==> config.mk <==
export PLATFORM = sky130hd
export DESIGN_NAME = relay_toggle_and_timed_contact_core
export DESIGN_NICKNAME = d
export VERILOG_FILES = /design/src/rtl/core/rtac_pkg.sv /design/src/rtl/core/relay_toggle_and_timed_contact_core.sv /design/src/rtl/core/rtac_csr.sv /design/src/rtl/core/rtac_lane.sv
export SDC_FILE = /design/constraint.sdc
export NUM_CORES = 1
export LEC_CHECK = 0
export BUFFER_PORTS_ARGS = -buffer_cell sky130_fd_sc_hd__clkbuf_2
export CORE_MARGIN = 2
export CORE_UTILIZATION = 35
export CTS_CLUSTER_DIAMETER = 100
export DETAILED_ROUTE_END_ITERATION = 12
export GPL_ROUTABILITY_DRIVEN = 1
export PLACE_DENSITY_LB_ADDON = 0.3
export SLEW_MARGIN = 0
export SYNTH_ARGS = -nofsm -noshare
export SYNTH_HDL_FRONTEND = slang
export SYNTH_HIERARCHICAL = 1
export SYNTH_SLANG_ARGS = --single-unit
export TNS_END_PERCENT = 30
==> constraint.sdc <==
create_clock -name clock -period 5.8 [get_ports clock]
set_input_delay 0 -clock clock [delete_from_list [all_inputs] [get_ports clock]]
set_output_delay 0 -clock clock [all_outputs]
set_load 0.1 [all_outputs]
==> src/rtl/core/rtac_pkg.sv <==
package rtac_pkg;

   localparam int RelaysDefault   = 2;
   localparam int RelaysShown     = 2;
   localparam int NumberWidth     = 8;
   localparam int DelayWidth      = 20;
   localparam int TimeWidth       = 32;
   localparam int KindWidth       = 2;
   localparam int CsrAddrWidth    = 3;
   localparam int CsrDataWidth    = 32;
   localparam int ReqDataWidth    = 64;
   localparam int RspDataWidth    = 8;

   localparam logic [DelayWidth-1:0] MaxDelayReset = DelayWidth'(300000);

   // Register index as seen on csr_paddr[2]
   localparam logic RegMaxDelay = 1'b0;

   typedef enum logic [KindWidth-1:0] {
      KindToggle  = 2'd0,
      KindContact = 2'd1,
      KindTick    = 2'd2
   } kind_type;

   // Command broadcast from the top level to every relay lane
   typedef struct packed {
      logic                   apply;
      logic                   toggle_ok;
      logic                   contact_ok;
      logic                   tick;
      logic [NumberWidth-1:0] relay_number;
      logic [DelayWidth-1:0]  pulse_ms;
      logic [TimeWidth-1:0]   now_ms;
   } lane_cmd_type;

   // Status returned by each relay lane
   typedef struct packed {
      logic on_next;
      logic switched_off;
   } lane_status_type;

endpackage

==> src/rtl/core/relay_toggle_and_timed_contact_core.sv <==
// Channel | Role          | Handshake              | Payload
// req     | command/tick  | req_tvalid/req_tready  | tuser: kind; tdata: number, pulse, now
// rsp     | result        | rsp_tvalid/rsp_tready  | tdata: accepted, changed, relay_states
// csr     | configuration | APB, csr_pready tied 1 | max_delay_ms at byte address 0
//
// One word per cycle sustained while the result side is not stalled; each word is
// registered in the input register (held longer while the result register is stalled) and then sits
// in the result register until taken. The add and compare of the deadline
// check in each relay lane set the cycle.
// Synchronous active-high reset clears relay state, both valid flags and
// loads max_delay_ms with 300000. A stalled result holds; the input register
// still takes a word as long as it can hand its own word to the result side.
module relay_toggle_and_timed_contact_core #(
   parameter int RELAYS = rtac_pkg::RelaysDefault
) (
   input  logic                                  clock,
   input  logic                                  reset,
   // Input stream
   input  logic                                  req_tvalid,
   output logic                                  req_tready,
   // [7:0] relay_number, [27:8] pulse_ms, [59:28] now_ms, [63:60] zero
   input  logic [rtac_pkg::ReqDataWidth-1:0]     req_tdata,
   // [1:0] kind
   input  logic [rtac_pkg::KindWidth-1:0]        req_tuser,
   // Result stream
   output logic                                  rsp_tvalid,
   input  logic                                  rsp_tready,
   // [0] accepted, [1] changed, [3:2] relay_states, [7:4] zero
   output logic [rtac_pkg::RspDataWidth-1:0]     rsp_tdata,
   // Configuration
   input  logic                                  csr_psel,
   input  logic                                  csr_penable,
   input  logic                                  csr_pwrite,
   input  logic [rtac_pkg::CsrAddrWidth-1:0]     csr_paddr,
   input  logic [rtac_pkg::CsrDataWidth-1:0]     csr_pwdata,
   output logic [rtac_pkg::CsrDataWidth-1:0]     csr_prdata,
   output logic                                  csr_pready
);

   localparam int Shown = (RELAYS < rtac_pkg::RelaysShown) ? RELAYS : rtac_pkg::RelaysShown;

   logic [rtac_pkg::DelayWidth-1:0] max_delay_ms;

   // Input register
   logic                             in_valid_ff;
   logic                             in_valid_in;
   rtac_pkg::kind_type               kind_ff;
   logic [rtac_pkg::NumberWidth-1:0] number_ff;
   logic [rtac_pkg::DelayWidth-1:0]  delay_ff;
   logic [rtac_pkg::TimeWidth-1:0]   now_ff;

   // Result register
   logic                             out_valid_ff;
   logic                             out_valid_in;
   logic                             accepted_ff;
   logic                             changed_ff;
   logic [rtac_pkg::RelaysShown-1:0] states_ff;

   logic                             advance;
   logic                             req_take;
   logic                             number_ok;
   logic                             accepted;
   rtac_pkg::lane_cmd_type           cmd;
   rtac_pkg::lane_status_type        status [RELAYS];
   logic [RELAYS-1:0]                off_bits;
   logic [rtac_pkg::RelaysShown-1:0] states_next;

   assign csr_pready = 1'b1;

   rtac_csr u_csr (
      .clock        (clock),
      .reset        (reset),
      .csr_psel     (csr_psel),
      .csr_penable  (csr_penable),
      .csr_pwrite   (csr_pwrite),
      .csr_paddr    (csr_paddr),
      .csr_pwdata   (csr_pwdata),
      .csr_prdata   (csr_prdata),
      .max_delay_ms (max_delay_ms)
   );

   // Advance the held word when the result register is free or being drained
   assign advance    = in_valid_ff && (!out_valid_ff || rsp_tready);
   assign req_tready = !in_valid_ff || advance;
   assign req_take   = req_tvalid && req_tready;

   always_comb begin
      in_valid_in = in_valid_ff;
      if (req_take) begin
         in_valid_in = 1'b1;
      end else if (advance) begin
         in_valid_in = 1'b0;
      end
   end

   always_ff @(posedge clock) begin
      if (reset) begin
         in_valid_ff <= 1'b0;
      end else begin
         in_valid_ff <= in_valid_in;
      end
   end

   always_ff @(posedge clock) begin
      if (req_take) begin
         kind_ff   <= rtac_pkg::kind_type'(req_tuser);
         number_ff <= req_tdata[7:0];
         delay_ff  <= req_tdata[27:8];
         now_ff    <= req_tdata[59:28];
      end
   end

   // Decode the held word once, then broadcast it to the lanes
   assign number_ok = (number_ff != '0) &&
                      (number_ff <= rtac_pkg::NumberWidth'(RELAYS));

   always_comb begin
      cmd              = '0;
      cmd.apply        = advance;
      cmd.relay_number = number_ff;
      cmd.pulse_ms     = delay_ff;
      cmd.now_ms       = now_ff;
      accepted         = 1'b0;
      case (kind_ff)
         rtac_pkg::KindToggle: begin
            cmd.toggle_ok = number_ok;
            accepted      = number_ok;
         end
         rtac_pkg::KindContact: begin
            cmd.contact_ok = number_ok && (delay_ff != '0) && (delay_ff <= max_delay_ms);
            accepted       = cmd.contact_ok;
         end
         rtac_pkg::KindTick: begin
            cmd.tick = 1'b1;
            accepted = 1'b1;
         end
         default: begin
            accepted = 1'b0;
         end
      endcase
   end

   for (genvar g = 0; g < RELAYS; g++) begin : g_lane
      rtac_lane #(
         .LANE_INDEX (g)
      ) u_lane (
         .clock  (clock),
         .reset  (reset),
         .cmd    (cmd),
         .status (status[g])
      );
      assign off_bits[g] = status[g].switched_off;
   end

   // Only the first relays show up in the result word
   always_comb begin
      states_next = '0;
      for (int i = 0; i < Shown; i++) begin
         states_next[i] = status[i].on_next;
      end
   end

   always_comb begin
      out_valid_in = out_valid_ff;
      if (advance) begin
         out_valid_in = 1'b1;
      end else if (rsp_tready) begin
         out_valid_in = 1'b0;
      end
   end

   always_ff @(posedge clock) begin
      if (reset) begin
         out_valid_ff <= 1'b0;
      end else begin
         out_valid_ff <= out_valid_in;
      end
   end

   always_ff @(posedge clock) begin
      if (advance) begin
         accepted_ff <= accepted;
         changed_ff  <= |off_bits;
         states_ff   <= states_next;
      end
   end

   assign rsp_tvalid = out_valid_ff;
   assign rsp_tdata  = {4'b0000, states_ff, changed_ff, accepted_ff};

endmodule

==> src/rtl/core/rtac_csr.sv <==
module rtac_csr (
   input  logic                                  clock,
   input  logic                                  reset,
   input  logic                                  csr_psel,
   input  logic                                  csr_penable,
   input  logic                                  csr_pwrite,
   input  logic [rtac_pkg::CsrAddrWidth-1:0]     csr_paddr,
   input  logic [rtac_pkg::CsrDataWidth-1:0]     csr_pwdata,
   output logic [rtac_pkg::CsrDataWidth-1:0]     csr_prdata,
   output logic [rtac_pkg::DelayWidth-1:0]       max_delay_ms
);

   logic [rtac_pkg::DelayWidth-1:0] max_delay_ff;
   logic [rtac_pkg::DelayWidth-1:0] max_delay_in;
   logic                            reg_sel;

   assign reg_sel = (csr_paddr[2] == rtac_pkg::RegMaxDelay);

   always_comb begin
      max_delay_in = max_delay_ff;
      if (csr_psel && csr_penable && csr_pwrite && reg_sel) begin
         max_delay_in = csr_pwdata[rtac_pkg::DelayWidth-1:0];
      end
   end

   always_ff @(posedge clock) begin
      if (reset) begin
         max_delay_ff <= rtac_pkg::MaxDelayReset;
      end else begin
         max_delay_ff <= max_delay_in;
      end
   end

   always_comb begin
      csr_prdata = '0;
      if (reg_sel) begin
         csr_prdata = rtac_pkg::CsrDataWidth'(max_delay_ff);
      end
   end

   assign max_delay_ms = max_delay_ff;

endmodule

==> src/rtl/core/rtac_lane.sv <==
module rtac_lane #(
   parameter int LANE_INDEX = 0
) (
   input  logic                      clock,
   input  logic                      reset,
   input  rtac_pkg::lane_cmd_type    cmd,
   output rtac_pkg::lane_status_type status
);

   logic                            on_ff;
   logic                            on_in;
   logic [rtac_pkg::DelayWidth-1:0] pend_ff;
   logic [rtac_pkg::DelayWidth-1:0] pend_in;
   logic [rtac_pkg::TimeWidth-1:0]  deadline_ff;
   logic [rtac_pkg::TimeWidth-1:0]  deadline_in;
   logic [rtac_pkg::TimeWidth-1:0]  armed_deadline;
   logic                            hit;
   logic                            expire;

   assign hit = (cmd.relay_number == rtac_pkg::NumberWidth'(LANE_INDEX + 1));

   // A pending length becomes a deadline on the tick, then gets checked at once
   always_comb begin
      armed_deadline = deadline_ff;
      if (pend_ff != '0) begin
         armed_deadline = cmd.now_ms + rtac_pkg::TimeWidth'(pend_ff);
      end
   end

   assign expire = (armed_deadline != '0) && (cmd.now_ms >= armed_deadline);

   always_comb begin
      on_in       = on_ff;
      pend_in     = pend_ff;
      deadline_in = deadline_ff;
      if (cmd.tick) begin
         pend_in     = '0;
         deadline_in = expire ? '0 : armed_deadline;
         on_in       = expire ? 1'b0 : on_ff;
      end else if (cmd.toggle_ok && hit) begin
         pend_in     = '0;
         deadline_in = '0;
         on_in       = !on_ff;
      end else if (cmd.contact_ok && hit) begin
         pend_in     = cmd.pulse_ms;
         deadline_in = '0;
         on_in       = 1'b1;
      end
   end

   always_ff @(posedge clock) begin
      if (reset) begin
         on_ff       <= 1'b0;
         pend_ff     <= '0;
         deadline_ff <= '0;
      end else if (cmd.apply) begin
         on_ff       <= on_in;
         pend_ff     <= pend_in;
         deadline_ff <= deadline_in;
      end
   end

   assign status.on_next      = on_in;
   assign status.switched_off = cmd.tick && expire && on_ff;

endmodule

; After elaboration in Yosys (flattened, before gate mapping)
; Index checks and enable logic that the tools add are counted.
[classes]
bitwise = 1
muxes = 33
order_cmp = 4
reduce_logical = 38
add_sub_neg = 2
n_eq_ne = 4
[ops]
columns = operator, n
row1 = 2-to-1 mux 32 bit, 10
row2 = 2-to-1 mux 20 bit, 7
row3 = adder 32 x 20 -> 32 bit, 2
row4 = >= comparator 32 bit, 2
row5 = nonzero test 32 bit, 2
row6 = nonzero test 20 bit, 3
row7 = <= comparator 20 bit, 1
row8 = logical AND 1 bit, 18
row9 = 2-to-1 mux 1 bit, 15
row10 = equality test 8 x 1 -> 1 bit (second input constant), 1
row11 = equality test 8 x 2 -> 1 bit (second input constant), 1
row12 = <= comparator 8 x 2 -> 1 bit (second input constant), 1
row13 = nonzero test 8 bit, 1
row14 = nonzero test 3 bit, 2
row15 = zero test 1 bit, 4
row16 = AND reduction 2 bit, 2
row17 = nonzero test 2 bit, 2
row18 = one-hot mux 1 bit (3 select lines), 1
row19 = equality test 2 x 1 -> 1 bit (second input constant), 1
row20 = equality test 2 bit (second input constant), 1
row21 = zero test 2 bit, 1
row22 = logical OR 1 bit, 2
row23 = OR reduction 2 bit, 1
row24 = NOT 1 bit, 1
[totals]
ff_bits = 194
output_inout_bits = 43
inputBits = 108
elab_cells = 98

; Longest topological paths before layout
[logic_depth]
ltp_word = 9
mapped_depth = 21
mapped_depth_nobuf = 21

; Modules after synthesis
; Netlist, hierarchy kept.
[modules_own_cells]
columns = mod, instances, cells_each, seq_area_each_um2, area_per_inst_um2
row1 = rtac_lane at g_lane[1].u_lane, 1, 628, 1061.0, 4684.5
row2 = rtac_lane at g_lane[0].u_lane, 1, 625, 1061.0, 4679.5
row3 = relay_toggle_and_timed_contact_core, 1, 183, 2021.9, 2792.7
row4 = rtac_csr, 1, 123, 400.4, 1113.6

; Worst setup path before layout
; Ideal clock, no wire load.
[synth_path]
kind = reg2reg
startpoint = register now_ff[0] (netlist bit)
endpoint = register changed_ff (data pin)
required_time_ns = 5.538
path_buffers = 0
setup_ns = 0.262
slack_ns = 1.141
stages_incl_launch_ff = 21
arrival_ns = 4.397
period_less_slack_ns = 4.659
path_cell_list = edfxtp_1 ha_1 fa_1 a211oi_2 nor4_4 o31ai_2 o21ai_1 xor2_1 mux2_2 inv_1 ha_1 a21oi_1 nor2b_1 o21ai_0 a21oi_1 a2111oi_0 o21ai_0 a211oi_1 a21oi_1 and3_1 or2_2
[synth_via]
elab_chain_cells = 7
elab_cells_between_ends = 15
classes_between = 2 x add/sub / 2 x order compare / 2 x mux / 9 x reduce/logical
[synth_rtl]
columns = item, line_no
row1 = "start, declared", relay_toggle_and_timed_contact_core.sv:50  ; logic [rtac_pkg::TimeWidth-1:0] now_ff;
row2 = "start signal, assigned", relay_toggle_and_timed_contact_core.sv:109  ; now_ff <= req_tdata[59:28];
row3 = adder 32 x 20 -> 32 bit, rtac_lane.sv:26  ; armed_deadline = cmd.now_ms + rtac_pkg::TimeWidth'(pend_ff);
row4 = 2-to-1 mux 32 bit, rtac_lane.sv:25  ; if (pend_ff != '0) begin
row5 = >= comparator 32 bit or nonzero test 32 bit (tied branches), rtac_lane.sv:30  ; assign expire = (armed_deadline != '0) && (cmd.now_ms >= armed_deadline);
row6 = logical AND 1 bit (*), rtac_lane.sv:30
row7 = logical AND 1 bit (*) (2 in series), rtac_lane.sv:64  ; assign status.switched_off = cmd.tick && expire && on_ff;
row8 = via off_bits[1], relay_toggle_and_timed_contact_core.sv:65  ; logic [RELAYS-1:0] off_bits;
row9 = OR reduction 2 bit (*), relay_toggle_and_timed_contact_core.sv:183  ; changed_ff <= |off_bits;
row10 = "end signal, assigned", relay_toggle_and_timed_contact_core.sv:183
row11 = "end, declared", relay_toggle_and_timed_contact_core.sv:56  ; logic changed_ff;
; Mark *: on every way through the listed nets, which the timed path passes. The rest lies on a longest branch.
; A chain may end at the register's enable or synchronous reset.

; Worst setup path in the final report
[layout_path]
startpoint = register now_ff[9] (netlist bit)
endpoint = register changed_ff (data pin)
; The elaborated chain is that of the path after synthesis.

==> results.json <==
{
  "outcome": "completed",
  "rows": 71,
  "hpwl_mm": 31.0,
  "min_period_over_period_pct": 92.9,
  "setup_ws_ns": 0.414,
  "insertion_delay_ns": 0.45,
  "layout_common_cells": "nand2_1 (199), a21oi_1 (143), dfxtp_1 (128)",
  "drt_iter0_markers": 974,
  "vdd_ir_drop_max_uv": 208,
  "cts_sinks": 194,
  "ys_warn_count": 6,
  "cts_setup_buffers": 0,
  "synth_top_area_cell": "dfxtp_1",
  "tightest_slew_ns": 1.18,
  "grt_busiest_layer": "met2",
  "min_path_cells": 2,
  "cts_max_level": 4,
  "grt_pass1_wl_mm": 65.9,
  "hold_viol": 0,
  "worst_ep_required_time_ns": 6.00,
  "numCtsBuffers": 17,
  "grt-ovfl-total": 0,
  "grt_setup_unrepaired": "false",
  "synth.distinct_cells": 82,
  "final_max_slew_viol_count": 0,
  "fp.dieArea_um2": 39500,
  "ant_nets": 0,
  "synthCells": 1559,
  "ctsRootBufferMaster": "clkbuf_16",
  "routed_wl_mm": 41.8,
  "die_w_um": 199,
  "pre_cts_ws_ns": 0.494,
  "die_h_um": 199,
  "setup-violations-final": 0,
  "synth_enable_flop_cells": 66,
  "synthFlopType": "dfxtp_1",
  "power_density_nw_per_um2": 233,
  "end_kind": "flip-flop",
  "startpoint": "now_ff[9]$_DFFE_PP_",
  "layout_commonest_cell": "nand2_1",
  "grt_max_degree": 63,
  "cts_hold_buf": 85,
  "max_freq_mhz": 186,
  "drc": 0,
  "fin_tns_setup_ns": 0,
  "cts_buffer_depth": 2,
  "nFillCells": 3784,
  "nets": 1960,
  "critPathLaunchType": "flip-flop",
  "yosysSeqAreaShare_pct": 34.2,
  "fin_skew_ns": 0.0146,
  "n_antenna_cell": 0,
  "hold_start": "reset",
  "grtUsageMet2_pct": 35.5,
  "ctsResizeCount": 0,
  "post_drt_wl_per_cell_um": 18.6,
  "first_pass_iters": 5,
  "crit_arrival_ns": 5.59,
  "r2r_slack_ns": 0.41,
  "syn2layout_area_growth_pct": 18.0,
  "syn-cell-area_um2": 13300,
  "use_met3_pct": 4.41,
  "gp_congestion": 0.894,
  "drive_gt1_share_pct": 11.8,
  "r2r_cells": 18,
  "path_max_fanout": 7,
  "path_class": "reg2reg",
  "maxCapViolCount": 0,
  "start_util_pct": 35.4,
  "p_leak_uw": 0.00607,
  "hold_class": "in2reg",
  "reg2reg_from": "now_ff[9]$_DFFE_PP_",
  "met1_usage_pct": 28.6,
  "antenna_found_initial": 2,
  "ios": 151,
  "avgSynthCellArea_um2": 8.51,
  "yosys.area.top_type_share_pct": 19.3,
  "synthArstFlopShare_pct": 0,
  "num_vias": 12400,
  "synth_seq_cells": 194,
  "path_clk_slew_ns": 0.08,
  "synthTopCellsByArea": "dfxtp_1 (19%), edfxtp_1 (15%), ha_1 (12%), nand2_1 (5.6%), a21oi_1 (5.4%)",
  "cts_tree": "yes",
  "coreArea_um2": 37500,
  "finalCriticalPeriod_ns": 5.39,
  "grt_pass1_vias": 12000,
  "viasPerCell": 5.53,
  "io_buffer_count": 115,
  "maxSlewHeadroom_pct": 21.0,
  "grt_util_all_layers_pct": 21.5
}
-- sequential cells by signal (all words and copies together), names as in the netlist --
| signal | flops |
|---|---|
| delay_ff | 20 |
| number_ff | 8 |
| g_lane.u_lane/pend_ff | 40 |
| accepted_ff | 1 |
| in_valid_ff | 1 |
| rsp_tvalid | 1 |
| g_lane.u_lane/deadline_ff | 64 |
| u_csr/max_delay_ms | 20 |
| changed_ff | 1 |
| kind_ff | 2 |
| g_lane.u_lane/on_ff | 2 |
| now_ff | 32 |
| states_ff | 2 |
-- cell families after synthesis --
family / after synthesis / share of synthesized area, %
AOI/OAI and AO/OA: 429 / 20.3
muxes: 47 / 3.55
other: 3 / 0.0849
adders and majority gates: 126 / 12.0
buffers and inverters: 125 / 4.70
DFF: 194 / 34.2
and+or+nand+nor: 595 / 22.5
xor gates and xnor gates: 40 / 2.64
-- final cells by class --
cell class | count | area [µm²] | share of cell area [%]
Clock buffer | 19 | 443 | 2.83
Sequential cell | 194 | 4540 | 29.0
Clock inverter | 13 | 138 | 0.879
Timing Repair Buffer | 221 | 1580 | 10.1
Inverter | 38 | 143 | 0.911
Multi-Input combinational cell | 1254 | 8170 | 52.2
Tap cell | 511 | 639 | 4.08
-- cells in the mapped netlist (5+ instances only) --
master	count
a2111oi_0	5
a211oi_1	17
a21o_1	25
a21oi_1	143
a21oi_2	5
a221oi_1	6
a31oi_1	6
and2_1	10
and3_1	16
and4_1	14
buf_2	5
buf_4	25
clkbuf_1	48
dfxtp_1	128
edfxtp_1	66
ha_1	124
inv_1	38
mux2i_1	46
nand2_1	199
nand2b_1	31
nand3_1	72
nand4_1	34
nor2_1	101
nor2b_1	27
nor3_1	25
nor4_1	31
o211ai_1	23
o21a_1	12
o21ai_0	118
o21ai_1	5
o22ai_1	8
o31ai_1	6
or3_1	7
or4_1	6
xnor2_1	19
xor2_1	21
-- metal layers --
| metal | share of wire (%) | vias to the layer above |
|---|---|---|
| li1 | - | 6082 |
| met1 | 46 | 5893 |
| met2 | 46 | 398 |
| met3 | 6.2 | 58 |
| met4 | 2.1 | 2 |
| met5 | 0.033 | - |
-- critical path, cell delays in order (launching register included) --
cell and delay [ns]:
edfxtp_1 0.54, ha_1 0.53, nand4_2 0.19, nor4_4 0.36, o31ai_2 0.13, buf_4 0.17, o41ai_1 0.63, xor2_1 0.17
mux2i_1 0.28, ha_1 0.30, o211ai_1 0.10, a21oi_1 0.05, a2111oi_0 0.33, o21ai_0 0.20, a211oi_1 0.32, buf_4 0.21
a21oi_1 0.11, and3_1 0.24, or2_2 0.28
-- path summary, 6_finish.rpt --
check | end
hold reg to reg | g_lane[0].u_lane/deadline_ff[7]$_SDFFE_PP0P_
setup reg to reg | changed_ff$_DFFE_PP_
hold / removal | in_valid_ff$_SDFFE_PP0P_
setup / recovery | changed_ff$_DFFE_PP_
-- where the power goes --
part / leakage (µW) / total (µW) / switching, µW / internal (µW)
logic: 0.00410 / 925 / 582 / 343
registers: 0.00168 / 1520 / 75.6 / 1450
clock network: 0.000290 / 1210 / 587 / 619
total: 0.00607 / 3660 / 1240 / 2410
-- stage by stage --
stage / hold WS, ns / std cells / power [µW] / utilization (%) / instance area [µm²]
CTS: 0.214 / 2250 / 3670 / 41.8 / 15700
finish: 0.230 / 2250 / 3660 / 41.8 / 15700
floorplan: 0.0724 / 1573 / 2170 / - / 13300
detailed placement: 0.179 / 2133 / 2420 / 38.0 / 14200
global route: 0.236 / 2250 / 3830 / 41.8 / 15700
global placement: 0.179 / 2133 / 2410 / 38.0 / 14200
No activity file was read; power rests on OpenSTA's default activity.
